`config.mk`:
```
export PLATFORM = sky130hd
export DESIGN_NAME = fcu_step_check
export DESIGN_NICKNAME = d
export VERILOG_FILES = /design/src/sv/fetch_interface_checker_unit_assert.svh /design/src/sv/fcu_pkg.sv /design/src/sv/fcu_step_check.sv
export SDC_FILE = /design/constraint.sdc
export NUM_CORES = 1
export LEC_CHECK = 0
export ABC_AREA = 0
export BUFFER_PORTS_ARGS = -buffer_cell sky130_fd_sc_hd__buf_4
export CELL_PAD_IN_SITES_DETAIL_PLACEMENT = 0
export CELL_PAD_IN_SITES_GLOBAL_PLACEMENT = 1
export CORE_MARGIN = 2
export CORE_UTILIZATION = 39
export CTS_BUF_LIST = sky130_fd_sc_hd__clkbuf_4 sky130_fd_sc_hd__clkbuf_8 sky130_fd_sc_hd__clkbuf_16
export DETAILED_ROUTE_END_ITERATION = 8
export HOLD_SLACK_MARGIN = 0.05
export PLACE_DENSITY_LB_ADDON = 0.12
export SYNTH_ARGS = -nofsm -noshare
export SYNTH_HDL_FRONTEND = slang
export SYNTH_SLANG_ARGS = --single-unit
```
`constraint.sdc`:
```
create_clock -name clk -period 5 [get_ports clk]
set_input_delay 0.25 -clock clk [delete_from_list [all_inputs] [get_ports clk]]
set_output_delay 0.25 -clock clk [all_outputs]
set_load 0.1 [all_outputs]
```
`src/sv/fetch_interface_checker_unit_assert.svh`:
```
// Assertion macros for the fetch interface checker
// Used by the top level only; expects clk and rst in scope
`ifndef FETCH_INTERFACE_CHECKER_UNIT_ASSERT_SVH
`define FETCH_INTERFACE_CHECKER_UNIT_ASSERT_SVH
`ifndef ASSERT_OFF
`define FCU_ASSERT_SAME(label, ante, cons) \
  label: assert property (@(posedge clk) disable iff (rst) (ante) |-> (cons)) \
    else $error("fetch checker assertion failed");
`define FCU_ASSERT_NEXT(label, ante, cons) \
  label: assert property (@(posedge clk) disable iff (rst) (ante) |=> (cons)) \
    else $error("fetch checker assertion failed");
`else
`define FCU_ASSERT_SAME(label, ante, cons)
`define FCU_ASSERT_NEXT(label, ante, cons)
`endif
`endif

```
`src/sv/fcu_pkg.sv`:
```
// Shared types, constants and the shadow check function of the fetch checker
// No dependencies
package fcu_pkg;

  localparam int WINDOW_WORD_BITS = 14;
  localparam int ROW_BITS         = WINDOW_WORD_BITS - 1;
  localparam int ROWS             = 2 ** ROW_BITS;

  localparam logic [31:0] MASK_WORD      = 32'hffff_ffff;
  localparam logic [31:0] MASK_HALF_HIGH = 32'hffff_0000;
  localparam logic [31:0] MASK_HALF_LOW  = 32'h0000_ffff;

  // request kinds
  localparam logic [2:0] REQ_NONE   = 3'd0;
  localparam logic [2:0] REQ_NONSEQ = 3'd1;
  localparam logic [2:0] REQ_SEQ32  = 3'd2;
  localparam logic [2:0] REQ_REPEAT = 3'd3;
  localparam logic [2:0] REQ_SEQ16  = 3'd6;

  // low address bits
  localparam logic [1:0] ALIGN_WORD = 2'd0;
  localparam logic [1:0] ALIGN_ODD0 = 2'd1;
  localparam logic [1:0] ALIGN_HALF = 2'd2;
  localparam logic [1:0] ALIGN_ODD1 = 2'd3;

  typedef logic [ROW_BITS-1:0] row_t;

  typedef struct packed {
    logic [31:0] mask;
    logic [31:0] data;
  } shadow_entry_t;

  typedef struct packed {
    logic          bad;
    shadow_entry_t entry;
  } check_res_t;

  // decoded item handed from the request stage to the data check stage
  typedef struct packed {
    logic        step_err;
    logic        idle_err;
    logic        unexp;
    logic        odd;
    logic        outside;
    logic        check_en;
    logic        halfword;
    logic        first_odd;
    row_t        even_row;
    row_t        odd_row;
    logic [31:0] data;
    logic [31:0] cycle;
  } req_info_t;

  // compare known bits, then merge new bits into the entry
  function automatic check_res_t shadow_check_set(shadow_entry_t ent, logic [31:0] data,
                                                  logic [31:0] mask);
    check_res_t  r;
    logic [31:0] both;
    both         = ent.mask & mask;
    r.bad        = (ent.data & both) != (data & both);
    r.entry.mask = ent.mask | mask;
    r.entry.data = (ent.data & ~mask) | (data & mask);
    return r;
  endfunction

endpackage

```
`src/sv/fcu_step_check.sv`:
```
// Request stage: address step checks, response decode and shadow row selection
// Depends on fcu_pkg
module fcu_step_check
  import fcu_pkg::*;
(
  input  logic        clk,
  input  logic        rst,
  input  logic        accept,
  input  logic [2:0]  fetch_kind,
  input  logic [31:0] req_address,
  input  logic        resp_valid,
  input  logic [31:0] resp_data,
  output req_info_t   info
);

  logic [2:0]  last_type;
  logic [31:0] last_address;
  logic [31:0] cycle_count;

  logic        is_step;
  logic [31:0] inc;
  logic [29:0] word;
  logic [30:0] word_p1;
  logic        word_out;
  logic        word_p1_out;
  logic        checked;
  logic        aligned;
  logic        halfword;
  logic        odd;

  // previous request and item counter
  always_ff @(posedge clk) begin
    if (rst) begin
      last_type    <= REQ_NONE;
      last_address <= '0;
      cycle_count  <= '0;
    end else if (accept) begin
      last_type    <= fetch_kind;
      last_address <= req_address;
      cycle_count  <= cycle_count + 32'd1;
    end
  end

  // expected step per request kind
  always_comb begin
    is_step = 1'b0;
    inc     = '0;
    unique case (fetch_kind)
      REQ_REPEAT: begin
        is_step = 1'b1;
        inc     = 32'd0;
      end
      REQ_SEQ16: begin
        is_step = 1'b1;
        inc     = 32'd2;
      end
      REQ_SEQ32: begin
        is_step = 1'b1;
        inc     = 32'd4;
      end
      default: begin
        is_step = 1'b0;
      end
    endcase
  end

  // alignment decode
  always_comb begin
    aligned  = 1'b0;
    halfword = 1'b0;
    odd      = 1'b0;
    unique case (req_address[1:0]) inside
      ALIGN_WORD:             aligned  = 1'b1;
      ALIGN_HALF:             halfword = 1'b1;
      ALIGN_ODD0, ALIGN_ODD1: odd      = 1'b1;
      default:                odd      = 1'b1;
    endcase
  end

  assign word        = req_address[31:2];
  assign word_p1     = {1'b0, word} + 31'd1;
  assign word_out    = ({2'b00, word} >> WINDOW_WORD_BITS) != 32'd0;
  assign word_p1_out = ({1'b0, word_p1} >> WINDOW_WORD_BITS) != 32'd0;
  assign checked     = resp_valid && (fetch_kind != REQ_NONE);

  // decoded item
  always_comb begin
    info.step_err  = is_step && ((last_address + inc) != req_address);
    info.idle_err  = is_step && (last_type == REQ_NONE);
    info.unexp     = resp_valid && (fetch_kind == REQ_NONE);
    info.odd       = checked && odd;
    info.outside   = checked && ((aligned && word_out) || (halfword && word_p1_out));
    info.check_en  = checked && ((aligned && !word_out) || (halfword && !word_p1_out));
    info.halfword  = halfword;
    info.first_odd = word[0];
    info.odd_row   = word[WINDOW_WORD_BITS-1:1];
    info.even_row  = word[WINDOW_WORD_BITS-1:1] + row_t'(word[0]);
    info.data      = resp_data;
    info.cycle     = cycle_count;
  end

endmodule

```
==> metrics.txt <==
status=finished clean; Detailed Place HPWL=9350 um; placed insts=807; mapped cell area=4940 um2; Initial Utilization=39.5%; fin nets=723; Routed WL=12700 um; Yosys top cell by area=dfxtp_1; crit end category=output port; WL/cell=15.4 um; Worst R2R End=cycle_count[31]; share of cells above drive strength 1=20.1%; Cell Rows=41; reg-to-reg slack, setup=2.54 ns; Max-Slew Margin vs Limit=49.0%; worst path cell trace=ha_1 -> inv_1 -> fa_1 -> nand3b_1 -> nor4_1 -> nand4_1 -> xnor2_1 -> nor4_1 -> nand4_1 -> o31a_1 -> buf_4; Iteration-0 DRC Markers=201; Worst Hold Class=primary input to flip-flop; Worst Setup Start Kind=flip-flop; unrepaired setup endpoints after global routing=false; Routed Antenna Nets=0; #FFs+latches synth=67; clk buf depth=2; Syn Area/Cell=8.03 um2; DRT Pass-1 Iters=5; Worst Path Arrival=3.51 ns; Leakage=2.33 nW; Hold Startpoint=req_address[2]; Final TNS setup=0 ns; die area=13600 um2; Critical Path Max Stage Delay=0.54 ns; TritonCTS clock tree=done; most instantiated cells after synthesis=nor2_1 (86), dfxtp_1 (67), buf_4 (49); CP max stage cell=nor4_1; Crit Path Max Fanout=9; Synthesis Warnings=0; worst vdd rail ir drop=0.130 mV; CTS Hold Bufs=0; Overall Global Routing Usage=19.2%; I/O pins=169; main area contributors after synthesis=dfxtp_1 (27%), mux2i_1 (8.9%), buf_4 (7.4%); clock latency on the worst-skew pair=0.34 ns; Clk pin slew, worst setup/hold paths=0.06 ns; final setup fails=0; pwr/cell area=286 nW/um2; Final min period=3.76 ns; core area=12500 um2; global-route wire length before repair=20500 um; largest net degree at the start of global routing=68; area of the multi-input gates=3000 um2; post-CTS sizing=0; WS Path Type=flip-flop to output port; worst flop-to-flop path startpoint=cycle_count[4]; die width=117 um; CP top delay family=simple AND/OR/NAND/NOR gates; Final period util=75.2%; CP bufs+invs=2; fillers=1309; highest clock rate=266 MHz; syn nets=692; gpl congestion=0.837; Synth Instances=615; Layout Cells excl Fill=823; Vias=4286; CTS root buf=clkbuf_16; Final Hold Viols=0; Hold WS=0.192 ns; R2R cell count=6; Setup Skew=0.00358 ns; Max Cap Violations=0; initial antenna violation count=0; distinct cell type count after synthesis=64; Max Slew Vio Count=0; Worst Tran Pin Value=0.759 ns; post-synth top area share=27.2%; Post-synth top flop=dfxtp_1; Tot Pwr=1.63 mW; Area Overhead vs Synth=15.5%; Sequential Area=1340 um2; Seq/Total Area, Yosys=27.2%; most frequent cell after synthesis=nor2_1; DRC violation count after routing=0; worst-case hold path end point=last_address[2]; H-tree lvl count=3; number of post-CTS setup repair buffers=0; Vias per Instance=5.21; hold depth=3; Num CTS Buffers=9; ant diodes=0; vias in the first global route=3978; Die Ht=117 um; critical path data required time=4.75 ns; grt ovf=0; Async S/R FF share, synth=0%; number of enable flip-flop cells after synthesis=0; PortBufs=104; clk sinks=67
[placed cells by master, fill, tap and decap left out, types with 4 or more instances in the layout]
| master | count |
|---|---|
| and3_1 | 21 |
| and4_1 | 4 |
| o21ai_0 | 11 |
| nor3_1 | 17 |
| a21oi_1 | 18 |
| and2_1 | 7 |
| or4_1 | 4 |
| nand3_1 | 24 |
| nor2_1 | 86 |
| inv_1 | 10 |
| buf_4 | 104 |
| nand2_1 | 36 |
| nor4_1 | 12 |
| xnor2_1 | 42 |
| mux2i_1 | 44 |
| or3_1 | 8 |
| xor2_1 | 38 |
| dfxtp_1 | 67 |
| clkbuf_16 | 9 |
| ha_1 | 5 |
| a31oi_1 | 4 |
| nand4_1 | 21 |
[metrics by stage]
step	area [um2]	utilization [%]	setup WS [ns]
3_5_place_dp	5380	43.0	1.38
3_3_place_gp	5380	43.0	1.47
6_report	5700	45.6	1.24
5_1_grt	5700	45.6	0.972
4_1_cts	5700	45.6	1.29
2_1_floorplan	4940	-	1.07
[per-layer routing]
layer | vias up | share of wire, % | track usage (%)
li1 | 2150 | - | -
met1 | 1969 | 47 | 25.6
met2 | 150 | 46 | 30.9
met3 | 17 | 5.9 | 4.88
met4 | 0 | 1.1 | 5.41
met5 | - | 0 | 0
[power by group]
| part | switching, mW | internal, mW |
|---|---|---|
| sequential | 0.0246 | 0.553 |
| combinational | 0.247 | 0.109 |
| clock | 0.240 | 0.461 |
| total | 0.511 | 1.12 |
[worst max path at each step]
| stage | from | cells after the start | to | slack [ns] |
|---|---|---|---|---|
| global placement | fetch_kind[0] | 13 | info[97] | 1.47 |
| CTS | last_address[1] | 11 | info[97] | 1.29 |
| finish | last_address[1] | 11 | info[97] | 1.24 |
| floorplan | req_address[17] | 8 | info[93] | 1.07 |
| global route | last_address[1] | 11 | info[97] | 0.97 |
| detailed placement | fetch_kind[0] | 13 | info[97] | 1.38 |
[flip-flops by register name (all words and copies together) (netlist names)]
name          cells
last_address     32
last_type         3
cycle_count      32
[worst register-to-register path, cell delays in order (launching register included)]
cell and delay (ns):
dfxtp_1 0.43, and4_1 0.27, nand3_1 0.17, or4_1 0.65
or2_1 0.36, or3_1 0.37, a21oi_1 0.13
[cells by family (layout without fill, tap and decap cells)]
group	Yosys count	count (layout)	synth area share [%]
AND/OR/NAND/NOR	266	266	28.1
adder cells (fa/ha/maj)	6	6	1.67
flip-flops	67	67	27.2
AO/OA/AOI/OAI	56	56	7.45
multiplexers	46	46	9.37
XOR/XNOR	80	80	14.2
buffers and inverters	94	130	12.1
[cell type report]
type                            count  share of cell area, %
Tap cell                          172                   3.77
Inverter                           10                  0.658
Multi-Input combinational cell    454                   52.6
Clock inverter                      4                   1.29
Timing Repair Buffer              104                   13.7
Sequential cell                    67                   23.5
Clock buffer                       12                   4.45
Power figures use the tool's default switching activity.
